===== src/sv/assert_macros.svh =====
// Assertion helpers shared by the RTL.
`ifndef ASSERT_MACROS_SVH
`define ASSERT_MACROS_SVH

`ifndef SYNTHESIS

// Checked while out of reset.
`define DFE_ASSERT(lbl, clk, rstn, prop, msg) \
    lbl: assert property (@(posedge clk) disable iff (!rstn) (prop)) else $error(msg);

// Checked at every edge, reset included.
`define DFE_ASSERT_ALWAYS(lbl, clk, prop, msg) \
    lbl: assert property (@(posedge clk) (prop)) else $error(msg);

`else

`define DFE_ASSERT(lbl, clk, rstn, prop, msg)
`define DFE_ASSERT_ALWAYS(lbl, clk, prop, msg)

`endif

`endif


===== src/sv/dfe_pkg.sv =====
package dfe_pkg;

    // Command codes
    localparam logic [2:0] CMD_ERASE_PROG = 3'd0;
    localparam logic [2:0] CMD_ERASE_SETT = 3'd1;
    localparam logic [2:0] CMD_WRITE_PROG = 3'd2;
    localparam logic [2:0] CMD_WRITE_SETT = 3'd3;
    localparam logic [2:0] CMD_INVOKE     = 3'd4;
    localparam logic [2:0] CMD_USER       = 3'd5;

    // Request types
    localparam logic REQ_START = 1'b0;
    localparam logic REQ_DATA  = 1'b1;

    // Error codes
    localparam logic [1:0] ERR_NONE     = 2'd0;
    localparam logic [1:0] ERR_BAD_CNT  = 2'd1;
    localparam logic [1:0] ERR_NO_FRAME = 2'd2;
    localparam logic [1:0] ERR_OPEN     = 2'd3;

    localparam logic [7:0] HDR_A          = 8'h07;
    localparam logic [7:0] HDR_B          = 8'h0E;
    localparam logic [7:0] WRITE_MAX_CNT  = 8'd26;
    localparam logic [7:0] USER_MAX_CNT   = 8'd29;
    localparam logic [7:0] USER_CODE_RST  = 8'd90;
    localparam logic [7:0] WRITE_LEN_ADD  = 8'd4;
    localparam logic [7:0] USER_LEN_ADD   = 8'd1;
    localparam logic [7:0] INVOKE_LEN     = 8'd4;
    localparam logic [7:0] CH_WP_A        = 8'h35;
    localparam logic [7:0] CH_WP_B        = 8'h37;
    localparam logic [7:0] CH_WS_A        = 8'h34;
    localparam logic [7:0] CH_WS_B        = 8'h35;
    localparam logic [7:0] CH_INV         = 8'h35;

    // Bytes per job
    localparam logic [3:0] N_ERR    = 4'd1;
    localparam logic [3:0] N_ERASE  = 4'd6;
    localparam logic [3:0] N_USER   = 4'd5;
    localparam logic [3:0] N_WRITE  = 4'd11;
    localparam logic [3:0] N_INVOKE = 4'd12;
    localparam logic [3:0] N_DATA   = 4'd2;
    localparam logic [3:0] N_DATA_C = 4'd3;

    localparam int Q_DEPTH = 2;

    typedef enum logic [1:0] {
        JOB_ERR,
        JOB_ERASE,
        JOB_HDR,
        JOB_DATA
    } job_kind_t;

    typedef struct packed {
        job_kind_t   kind;
        logic [2:0]  cmd;
        logic [1:0]  err;
        logic [7:0]  len;
        logic [23:0] addr;
        logic [7:0]  dat;
        logic [3:0]  nbytes;
        logic        ends;    // final byte carries frame_last
    } job_t;

    function automatic logic [7:0] hex_char(input logic [3:0] nib);
        hex_char = (nib <= 4'd9) ? {4'h3, nib} : ({4'h0, nib} + 8'h37);
    endfunction

    function automatic logic [7:0] erase_byte(input logic sett, input logic [3:0] idx);
        case (idx)
            4'd0:    erase_byte = HDR_A;
            4'd1:    erase_byte = HDR_B;
            4'd2:    erase_byte = 8'h01;
            4'd3:    erase_byte = 8'h34;
            4'd4:    erase_byte = sett ? 8'h31 : 8'h33;
            default: erase_byte = sett ? 8'h9B : 8'h99;
        endcase
    endfunction

endpackage


===== src/sv/dfe_front.sv =====
module dfe_front (
    input  logic                aclk,
    input  logic                aresetn,
    input  logic                take,
    input  logic                req_type,
    input  logic [2:0]          command,
    input  logic [23:0]         address,
    input  logic [7:0]          byte_count,
    input  logic [7:0]          data_byte,
    output dfe_pkg::job_t       job
);
    import dfe_pkg::*;

    logic       frame_open_reg, frame_open_next;
    logic [4:0] bytes_left_reg, bytes_left_next;
    logic [4:0] left_dec;

    assign left_dec = bytes_left_reg - 5'd1;

    always_comb begin
        job             = '0;
        job.kind        = JOB_ERR;
        job.cmd         = command;
        job.addr        = address;
        job.dat         = data_byte;
        job.err         = ERR_BAD_CNT;
        job.nbytes      = N_ERR;
        job.ends        = 1'b1;
        frame_open_next = frame_open_reg;
        bytes_left_next = bytes_left_reg;

        if (req_type == REQ_DATA) begin
            if (!frame_open_reg) begin
                job.err = ERR_NO_FRAME;
            end else begin
                job.kind        = JOB_DATA;
                job.err         = ERR_NONE;
                job.ends        = (left_dec == 5'd0);
                job.nbytes      = (left_dec == 5'd0) ? N_DATA_C : N_DATA;
                bytes_left_next = left_dec;
                if (left_dec == 5'd0) begin
                    frame_open_next = 1'b0;
                end
            end
        end else if (frame_open_reg) begin
            job.err = ERR_OPEN;
        end else begin
            case (command)
                CMD_ERASE_PROG, CMD_ERASE_SETT: begin
                    job.kind   = JOB_ERASE;
                    job.err    = ERR_NONE;
                    job.nbytes = N_ERASE;
                end
                CMD_WRITE_PROG, CMD_WRITE_SETT: begin
                    if (byte_count inside {[8'd1:WRITE_MAX_CNT]}) begin
                        job.kind        = JOB_HDR;
                        job.err         = ERR_NONE;
                        job.len         = byte_count + WRITE_LEN_ADD;
                        job.nbytes      = N_WRITE;
                        job.ends        = 1'b0;
                        frame_open_next = 1'b1;
                        bytes_left_next = byte_count[4:0];
                    end
                end
                CMD_INVOKE: begin
                    job.kind   = JOB_HDR;
                    job.err    = ERR_NONE;
                    job.len    = INVOKE_LEN;
                    job.nbytes = N_INVOKE;
                end
                CMD_USER: begin
                    if (byte_count inside {[8'd1:USER_MAX_CNT]}) begin
                        job.kind        = JOB_HDR;
                        job.err         = ERR_NONE;
                        job.len         = byte_count + USER_LEN_ADD;
                        job.nbytes      = N_USER;
                        job.ends        = 1'b0;
                        frame_open_next = 1'b1;
                        bytes_left_next = byte_count[4:0];
                    end
                end
                default: begin
                    job.err = ERR_BAD_CNT;
                end
            endcase
        end
    end

    always_ff @(posedge aclk) begin
        if (!aresetn) begin
            frame_open_reg <= 1'b0;
            bytes_left_reg <= '0;
        end else if (take) begin
            frame_open_reg <= frame_open_next;
            bytes_left_reg <= bytes_left_next;
        end
    end

endmodule


===== src/sv/dfe_queue.sv =====
module dfe_queue (
    input  logic            aclk,
    input  logic            aresetn,
    input  logic            push,
    input  dfe_pkg::job_t   push_job,
    output logic            full,
    output logic            head_valid,
    output dfe_pkg::job_t   head_job,
    input  logic            pop
);
    import dfe_pkg::*;

    job_t       slot_reg [Q_DEPTH];
    logic       wr_ptr_reg, wr_ptr_next;
    logic       rd_ptr_reg, rd_ptr_next;
    logic [1:0] count_reg, count_next;

    assign full       = (count_reg == 2'(Q_DEPTH));
    assign head_valid = (count_reg != 2'd0);
    assign head_job   = slot_reg[rd_ptr_reg];

    always_comb begin
        wr_ptr_next = push ? ~wr_ptr_reg : wr_ptr_reg;
        rd_ptr_next = pop  ? ~rd_ptr_reg : rd_ptr_reg;
        count_next  = count_reg + {1'b0, push} - {1'b0, pop};
    end

    always_ff @(posedge aclk) begin
        if (!aresetn) begin
            wr_ptr_reg <= 1'b0;
            rd_ptr_reg <= 1'b0;
            count_reg  <= '0;
        end else begin
            wr_ptr_reg <= wr_ptr_next;
            rd_ptr_reg <= rd_ptr_next;
            count_reg  <= count_next;
        end
    end

    always_ff @(posedge aclk) begin
        if (push) begin
            slot_reg[wr_ptr_reg] <= push_job;
        end
    end

endmodule


===== src/sv/dfe_back.sv =====
module dfe_back (
    input  logic            aclk,
    input  logic            aresetn,
    input  logic            job_valid,
    input  dfe_pkg::job_t   job,
    output logic            job_pop,
    input  logic [7:0]      user_cmd_code,
    output logic            m_valid,
    input  logic            m_ready,
    output logic [7:0]      m_out_byte,
    output logic            m_frame_last,
    output logic [1:0]      m_error
);
    import dfe_pkg::*;

    logic [3:0] step_reg, step_next;
    logic [7:0] sum_reg, sum_next;
    logic       m_valid_reg, m_valid_next;
    logic [7:0] byte_reg;
    logic       last_reg;
    logic [1:0] err_reg;

    logic       fire, final_step, counts;
    logic [7:0] cur_byte, chk, addr_ch;
    logic       is_user;

    assign fire       = job_valid && (!m_valid_reg || m_ready);
    assign final_step = (step_reg == job.nbytes - 4'd1);
    assign job_pop    = fire && final_step;
    assign chk        = 8'd0 - sum_reg;
    assign is_user    = (job.cmd == CMD_USER);

    always_comb begin
        case (step_reg)
            4'd5:    addr_ch = hex_char(job.addr[3:0]);
            4'd6:    addr_ch = hex_char(job.addr[7:4]);
            4'd7:    addr_ch = hex_char(job.addr[11:8]);
            4'd8:    addr_ch = hex_char(job.addr[15:12]);
            4'd9:    addr_ch = hex_char(job.addr[19:16]);
            default: addr_ch = hex_char(job.addr[23:20]);
        endcase
    end

    always_comb begin
        cur_byte = 8'd0;
        counts   = 1'b0;
        case (job.kind)
            JOB_ERR: begin
                cur_byte = 8'd0;
            end
            JOB_ERASE: begin
                cur_byte = erase_byte(job.cmd == CMD_ERASE_SETT, step_reg);
            end
            JOB_DATA: begin
                case (step_reg)
                    4'd0: begin
                        cur_byte = hex_char(job.dat[3:0]);
                        counts   = 1'b1;
                    end
                    4'd1: begin
                        cur_byte = hex_char(job.dat[7:4]);
                        counts   = 1'b1;
                    end
                    default: cur_byte = chk;
                endcase
            end
            default: begin
                counts = (step_reg inside {[4'd3:4'd10]});
                case (step_reg)
                    4'd0: cur_byte = HDR_A;
                    4'd1: cur_byte = HDR_B;
                    4'd2: cur_byte = job.len;
                    4'd3: begin
                        if (is_user) begin
                            cur_byte = hex_char(user_cmd_code[3:0]);
                        end else if (job.cmd == CMD_WRITE_PROG) begin
                            cur_byte = CH_WP_A;
                        end else if (job.cmd == CMD_WRITE_SETT) begin
                            cur_byte = CH_WS_A;
                        end else begin
                            cur_byte = CH_INV;
                        end
                    end
                    4'd4: begin
                        if (is_user) begin
                            cur_byte = hex_char(user_cmd_code[7:4]);
                        end else if (job.cmd == CMD_WRITE_PROG) begin
                            cur_byte = CH_WP_B;
                        end else if (job.cmd == CMD_WRITE_SETT) begin
                            cur_byte = CH_WS_B;
                        end else begin
                            cur_byte = CH_INV;
                        end
                    end
                    4'd5, 4'd6, 4'd7, 4'd8, 4'd9, 4'd10: cur_byte = addr_ch;
                    default: cur_byte = chk;
                endcase
            end
        endcase
    end

    always_comb begin
        step_next    = step_reg;
        sum_next     = sum_reg;
        m_valid_next = m_valid_reg;
        if (m_valid_reg && m_ready) begin
            m_valid_next = 1'b0;
        end
        if (fire) begin
            m_valid_next = 1'b1;
            step_next    = final_step ? 4'd0 : step_reg + 4'd1;
            // restart the checksum on each new header
            if (job.kind == JOB_HDR && step_reg == 4'd0) begin
                sum_next = 8'd0;
            end else if (counts) begin
                sum_next = sum_reg + cur_byte;
            end
        end
    end

    always_ff @(posedge aclk) begin
        if (!aresetn) begin
            step_reg    <= '0;
            sum_reg     <= '0;
            m_valid_reg <= 1'b0;
        end else begin
            step_reg    <= step_next;
            sum_reg     <= sum_next;
            m_valid_reg <= m_valid_next;
        end
    end

    always_ff @(posedge aclk) begin
        if (fire) begin
            byte_reg <= cur_byte;
            last_reg <= final_step && job.ends;
            err_reg  <= job.err;
        end
    end

    assign m_valid      = m_valid_reg;
    assign m_out_byte   = byte_reg;
    assign m_frame_last = last_reg;
    assign m_error      = err_reg;

endmodule


===== src/sv/download_frame_encoder.sv =====
// Channel  | Direction | Beat carries
// ---------+-----------+------------------------------------------------------
// s_       | in        | req_type, command, address, byte_count, data_byte
// m_       | out       | out_byte, frame_last, error
// cfg_     | in        | user_cmd_code
//
// One frame byte leaves per cycle from the back sequencer's output register
// while a job is queued and m_ready is high. An item causes 1 frame byte for
// an error, 2 or 3 for a payload byte, and 5, 6, 11 or 12 for a start.
// A two-entry job queue sits between the classifier and the sequencer; s_ready
// drops only while it is full. cfg_ready is always high.
// Reset (aresetn low, synchronous) closes any frame, empties the queue and
// restores user_cmd_code to 'Z'.
`include "assert_macros.svh"

module download_frame_encoder (
    input  logic        aclk,
    input  logic        aresetn,
    input  logic        s_valid,
    output logic        s_ready,
    input  logic        s_req_type,
    input  logic [2:0]  s_command,
    input  logic [23:0] s_address,
    input  logic [7:0]  s_byte_count,
    input  logic [7:0]  s_data_byte,
    output logic        m_valid,
    input  logic        m_ready,
    output logic [7:0]  m_out_byte,
    output logic        m_frame_last,
    output logic [1:0]  m_error,
    input  logic        cfg_valid,
    output logic        cfg_ready,
    input  logic [7:0]  cfg_user_cmd_code
);
    import dfe_pkg::*;

    logic       take, q_full, q_valid, q_pop;
    job_t       front_job, head_job;
    logic [7:0] user_code_reg;

    assign s_ready   = !q_full;
    assign take      = s_valid && s_ready;
    assign cfg_ready = 1'b1;

    always_ff @(posedge aclk) begin
        if (!aresetn) begin
            user_code_reg <= USER_CODE_RST;
        end else if (cfg_valid) begin
            user_code_reg <= cfg_user_cmd_code;
        end
    end

    dfe_front u_front (
        .aclk       (aclk),
        .aresetn    (aresetn),
        .take       (take),
        .req_type   (s_req_type),
        .command    (s_command),
        .address    (s_address),
        .byte_count (s_byte_count),
        .data_byte  (s_data_byte),
        .job        (front_job)
    );

    dfe_queue u_queue (
        .aclk       (aclk),
        .aresetn    (aresetn),
        .push       (take),
        .push_job   (front_job),
        .full       (q_full),
        .head_valid (q_valid),
        .head_job   (head_job),
        .pop        (q_pop)
    );

    dfe_back u_back (
        .aclk          (aclk),
        .aresetn       (aresetn),
        .job_valid     (q_valid),
        .job           (head_job),
        .job_pop       (q_pop),
        .user_cmd_code (user_code_reg),
        .m_valid       (m_valid),
        .m_ready       (m_ready),
        .m_out_byte    (m_out_byte),
        .m_frame_last  (m_frame_last),
        .m_error       (m_error)
    );

    `DFE_ASSERT(a_err_is_last, aclk, aresetn, (m_valid && m_error != ERR_NONE) |-> m_frame_last, "error beat without frame_last")
    `DFE_ASSERT(a_err_zero, aclk, aresetn, (m_valid && m_error != ERR_NONE) |-> (m_out_byte == 8'd0), "error beat with non-zero byte")
    `DFE_ASSERT(a_pop_needs_job, aclk, aresetn, q_pop |-> q_valid, "job popped from empty queue")
    `DFE_ASSERT_ALWAYS(a_reset_quiet, aclk, !aresetn |=> !m_valid, "result valid after reset")

endmodule


===== config.mk =====
export PLATFORM = sky130hd
export DESIGN_NAME = download_frame_encoder
export DESIGN_NICKNAME = d
export VERILOG_FILES = /design/src/sv/dfe_pkg.sv /design/src/sv/dfe_front.sv /design/src/sv/dfe_queue.sv /design/src/sv/dfe_back.sv /design/src/sv/download_frame_encoder.sv
export VERILOG_INCLUDE_DIRS = /design/src /design/src/sv
export SDC_FILE = /design/constraint.sdc
export NUM_CORES = 1
export LEC_CHECK = 0
export ABC_AREA = 1
export BUFFER_PORTS_ARGS = -buffer_cell sky130_fd_sc_hd__buf_2
export CELL_PAD_IN_SITES_DETAIL_PLACEMENT = 0
export CELL_PAD_IN_SITES_GLOBAL_PLACEMENT = 2
export CORE_MARGIN = 2
export CORE_UTILIZATION = 39
export CTS_CLUSTER_DIAMETER = 40
export DETAILED_ROUTE_END_ITERATION = 8
export PLACE_DENSITY = 0.81
export SETUP_SLACK_MARGIN = 0.05
export SLEW_MARGIN = 0
export SYNTH_ARGS = -nofsm -noshare
export SYNTH_HDL_FRONTEND = slang
export SYNTH_HIERARCHICAL = 1
export SYNTH_SLANG_ARGS = --single-unit

===== constraint.sdc =====
create_clock -name aclk -period 4.25 [get_ports aclk]
set_input_delay 0.85 -clock aclk [delete_from_list [all_inputs] [get_ports aclk]]
set_output_delay 0.85 -clock aclk [all_outputs]
set_load 0.005 [all_outputs]

* After elaboration in Yosys (flattened, before gate mapping)
Memory sizes are Yosys's and may differ from the RTL's. A register that Yosys moved wholly into a read port is not among the register bits.
Index checks and enable logic that the tools add are counted.
** Word-level totals
- Register bits after elaboration :: 42
- Bits in writable memories :: 104
- Bits of input ports :: 57
- Output and inout bits :: 14
- Logic and storage cells :: 174
- Memories :: 1
** Operators by class
- Add/subtract/negate cells :: 19
- Order comparisons :: 15
- Equal/unequal tests :: 28
- Muxes and demuxes :: 69
- Bitwise gates (word level) :: 2
- Reduce and logical (&&, ||, !) cells :: 28
** Memories
- u_queue.slot_reg :: depth 2, width 52, read ports 1, clocked after Yosys merged registers in 1, write ports 1, RTL line dfe_queue.sv:13 : job_t slot_reg [Q_DEPTH];
** Operator list (count)
- 8-bit two-way mux :: 17
- 8-bit one-hot mux with 5 select lines :: 2
- 4-bit by 6-bit adder with 7-bit output, second input constant :: 10
- 8-bit one-hot mux with 3 select lines :: 2
- 8-bit one-hot mux with 6 select lines :: 1
- 5-bit two-way mux :: 9
- 4-bit less-or-equal comparator, second input constant :: 11
- 2-bit two-way mux :: 11
- 9-bit two-way mux :: 2
- 4-bit by 3-bit == test with 1-bit output, second input constant :: 4
- 8-bit by 5-bit less-or-equal comparator with 1-bit output, second input constant :: 2
- 4-bit one-hot mux with 4 select lines :: 1
- 8-bit one-hot mux with 2 select lines :: 1
- 1-bit two-way mux :: 15
- 3-bit by 2-bit == test with 1-bit output, second input constant :: 4
- 4-bit == test, second input constant :: 3
- 5-bit one-hot mux with 2 select lines :: 1
- 3-bit == test, second input constant :: 3
- 1-bit logical AND :: 9
- 8-bit by 1-bit adder with 8-bit output, second input constant :: 1
- 8-bit by 3-bit adder with 8-bit output, second input constant :: 1
- 8-bit adder :: 1
- 4-bit by 2-bit == test with 1-bit output, second input constant :: 2
- 8-bit by 1-bit greater-or-equal comparator with 1-bit output, second input constant :: 1
- other kinds (33) :: 47

* Depth between registers and ports, before layout
- Depth after elaboration :: 9
- Gate-level depth with buffers :: 27
- Mapped depth without buffers :: 25

* Hierarchy
Netlist, hierarchy kept.
** Modules (own cells, without submodules)
- dfe_queue :: times used 1, cells each 195, area an instance 4232.8 µm², sequential area each 3223.1 µm²
- dfe_back :: times used 1, cells each 540, area an instance 3398.3 µm², sequential area each 590.6 µm²
- dfe_front :: times used 1, cells each 210, area an instance 1350.0 µm², sequential area each 120.1 µm²
- download_frame_encoder :: times used 1, cells each 48, area an instance 327.8 µm², sequential area each 160.2 µm²

* Least setup slack after synthesis
OpenSTA, ideal clock, no wires.
- Kind :: input -> register
- From :: in s_valid
- To :: mem u_queue/slot_reg[0][0] in the netlist's numbering (enable)
- Setup time :: 0.462 ns
- Arrival :: 3.355 ns
- Required time :: 3.788 ns
- Setup slack :: 0.434 ns
- Stages on the path :: 4
- Buffers on the path :: 0
- Path through :: inv_1 nor2_1 inv_1 nor2_1
** Between the ends
- Longest elaborated chain between the ends :: 3
** RTL lines
- start, declared :: RTL line download_frame_encoder.sv:19 : input logic s_valid,
- 1-bit logical AND :: RTL line download_frame_encoder.sv:42 : assign take = s_valid && s_ready;
- net take :: RTL line download_frame_encoder.sv:37 : logic take, q_full, q_valid, q_pop;
- 1-bit two-way mux :: RTL line dfe_queue.sv:41 : if (push) begin
- 1-bit two-way mux (not written as such) :: RTL line dfe_queue.sv:42 : slot_reg[wr_ptr_reg] <= push_job;
- end, declared :: RTL line dfe_queue.sv:13
The timed path passes the listed nets, and every way through them passes these cells.

==> summary.txt <==
Die ar. - 25120 um2
Post-synth EDFFs - 115
CP top delay family - compound AO/OA/AOI/OAI gates
Synth-to-layout area growth - 10.56%
Crit start category - flip-flop
CP peak stage delay - 520 ps
Arr. time, crit path - 4140 ps
Max reg flops - 104
# resized after CTS - 0
Leak - 4.575 nW
Final wirelength - 20.82 mm
Ys Warns - 6
GRT Overall Usage - 17.67%
Skew final - 12.19 ps
Core Area - 23470 um2
Synth area leader - edfxtp_1
Peak VDD IR - 0.0002413 V
Top-area cell type share of the netlist area - 37.10%
Post-route design area - 10290 um2
Num CTS Buffers - 17
Placed instance area - 9712 um2
# Post-CTS Setup Buffers - 0
First-pass GRT wire length - 34.09 mm
Layout cells sized above 1 - 20.45%
Cts hold-fix bufs - 0
Hold wc startpoint - u_queue/rd_ptr_reg$_SDFFE_PN0P_
Post-Syn Area per Cell - 9.375 um2
Adder-Cell Fraction of Synth Area - 6.801%
CTS tree - built
GP Congestion - 0.8683
Violation count after the first detailed-route iteration - 313
R2R setup slack - 410 ps
IO Pins - 71
Ranking of synthesized cells by area - edfxtp_1, mux2_4, nand2_1, dfxtp_1, ha_1
Nets - 1150
DRC - 0
Placed cells - 1343
Max-Cap Viols - 0
Fin crit period - 3838 ps
Hold Path Sink - u_queue/rd_ptr_reg$_SDFFE_PN0P_
Slew Viols, Final - 0
Detailed Routing Iterations Pass 1 - 4
Register area share after synthesis - 43.98%
Synth cell types - 57
Critical Path RT - 4550 ps
Worst R2R Path Depth - 25
Max Clock Freq - 260.6 MHz
Die Ht - 158.5 um
Vias post-DR - 6576
Yosys reg bits - 147
Ys flop type - edfxtp_1
Worst Max-Slew Pin Slew - 805.0 ps
Grt ovf - 0
Crit. End Element - flip-flop
Power per Cell Area - 524.4 nW/um2
Run status - complete, no violations
Synth Area in XOR/XNOR - 1.599%
Asr flop ratio synth - 0%
Initial Util - 39.66%
Drt wl/cell - 15.14 um
Clock Latency Late Sink - 420 ps
Top cell by count, worst path - nand2_1
Worst-path clk slew - 60 ps
Vias in the first global route - 6581
Worst min path class - reg -> reg
Longest Clk Path Bufs - 2
Worst hold path cell count - 2
Vias per inst - 4.783
Largest net degree at the start of global routing - 53
Relative slew slack - 46.25%
Total power - 5.397 mW
Number of placement rows - 56
ANT nets after route - 0
Period utilisation layout - 90.30%
Synth Instances - 993
Crit path kind - reg -> reg
CTS Sinks - 147
Finished Layout Cells - 1375
R2R Path End - u_back/sum_reg[6]$_SDFFE_PN0P_
Final core occ - 43.85%
RSZ-0062 raised after global routing - false
Diodes inserted - 0
Simple-Gate Fraction of Synth Area - 19.10%
Setup TNS - 0 ps
Final Hold Violating Endpoints - 0
HPWL Detailed - 16.00 mm
H-tree depth - 4
Slowest-stage cell, CP - dfxtp_4
Initial antenna violation count - 0
Main combinational cell family by area after synthesis - simple AND/OR/NAND/NOR gates
Clock root buffer - clkbuf_16
Port buffer count - 69
Endpoints failing setup - 0
CP Max Fanout - 15
WP buf/inv - 4
Post-synthesis compound-gate area fraction - 9.207%
Mux contribution to synthesized area - 8.306%
Die Wd - 158.5 um
Synth Cell Area - 9309 um2
## through the flow
stage	setup slack [ps]	hold slack, ps
finish	412.0	496.4
global route	111.8	540.8
CTS	411.3	497.9
detailed placement	410.9	485.7
global placement	452.6	477.9
floorplan	433.6	445.4
## layer usage
metal  vias up  global-route usage, %  routed length, um
met5         -                      0                  0
met4         0                  5.148                258
met1      3064                  23.71              10170
met2       103                  29.52               9819
met3        10                  2.831                570
li1       3399                      -                  -
## power by group
part	leakage, nW	internal, mW	switching, mW	total (mW)
sequential	1.35	1.85	0.106	1.96
combinational	2.94	0.741	1.24	1.98
clock	0.284	0.848	0.615	1.46
## logic make-up (layout without fill, tap and decap cells)
family                   after synthesis  after routing
AND/OR/NAND/NOR                      379            379
AO/OA/AOI/OAI                        146            146
XOR/XNOR                              17             17
other                                  2              3
multiplexers                          52             52
flip-flops                           147            147
buffers and inverters                200            262
adder cells (fa/ha/maj)               50             50
## Yosys cell counts (8+ instances only)
cell type  count
nand2_1      180
inv_1        140
edfxtp_1     115
nor2_1        80
nand3_1       59
mux2_4        50
ha_1          49
o21ai_0       48
a21oi_1       44
buf_4         38
dfxtp_1       32
nor3_1        14
xor2_1        11
o22ai_1        9
nand3_2        8
o211ai_1       8
## worst max-delay path by stage
stage               startpoint  slack, ps                                to  cells past startpoint
finish               flip-flop        410    u_back/sum_reg[6]$_SDFFE_PN0P_                     25
detailed placement   flip-flop        410    u_back/sum_reg[6]$_SDFFE_PN0P_                     24
floorplan              s_valid        430  u_queue/slot_reg[0][0]$_DFFE_PP_                      4
global placement     flip-flop        450    u_back/sum_reg[6]$_SDFFE_PN0P_                     25
global route         flip-flop        110    u_back/sum_reg[6]$_SDFFE_PN0P_                     25
CTS                  flip-flop        410    u_back/sum_reg[6]$_SDFFE_PN0P_                     24
## cell usage in the layout (no fill, tap or decap), types with 8 or more instances in the layout
cell and count:
buf_4 10, xor2_1 11, mux2_4 50, nor2_1 79
inv_1 139, inv_2 8, a21oi_1 44, ha_1 49
buf_2 69, nand3_2 8, o21ai_0 48, o211ai_1 8
dfxtp_1 31, nand2_1 180, edfxtp_1 115, nand3_1 59
o22ai_1 9, nor3_1 14, clkbuf_16 19
## layout make-up
cell class | count | area, um2
fillers | 2296 | 13180
multi-input cells | 647 | 4209
flip-flops and latches | 147 | 4098
inverters | 150 | 565.5
clock buffers | 22 | 496.7
repair buffers | 80 | 440.4
well taps | 319 | 399.1
clock inverters | 10 | 83.83
## worst min-delay path, cell delays in order, from the launching register on
cell     delay [ps]
dfxtp_1         330
nor2_1           50
nor2_1           80
No activity file was read; power rests on OpenSTA's default activity.
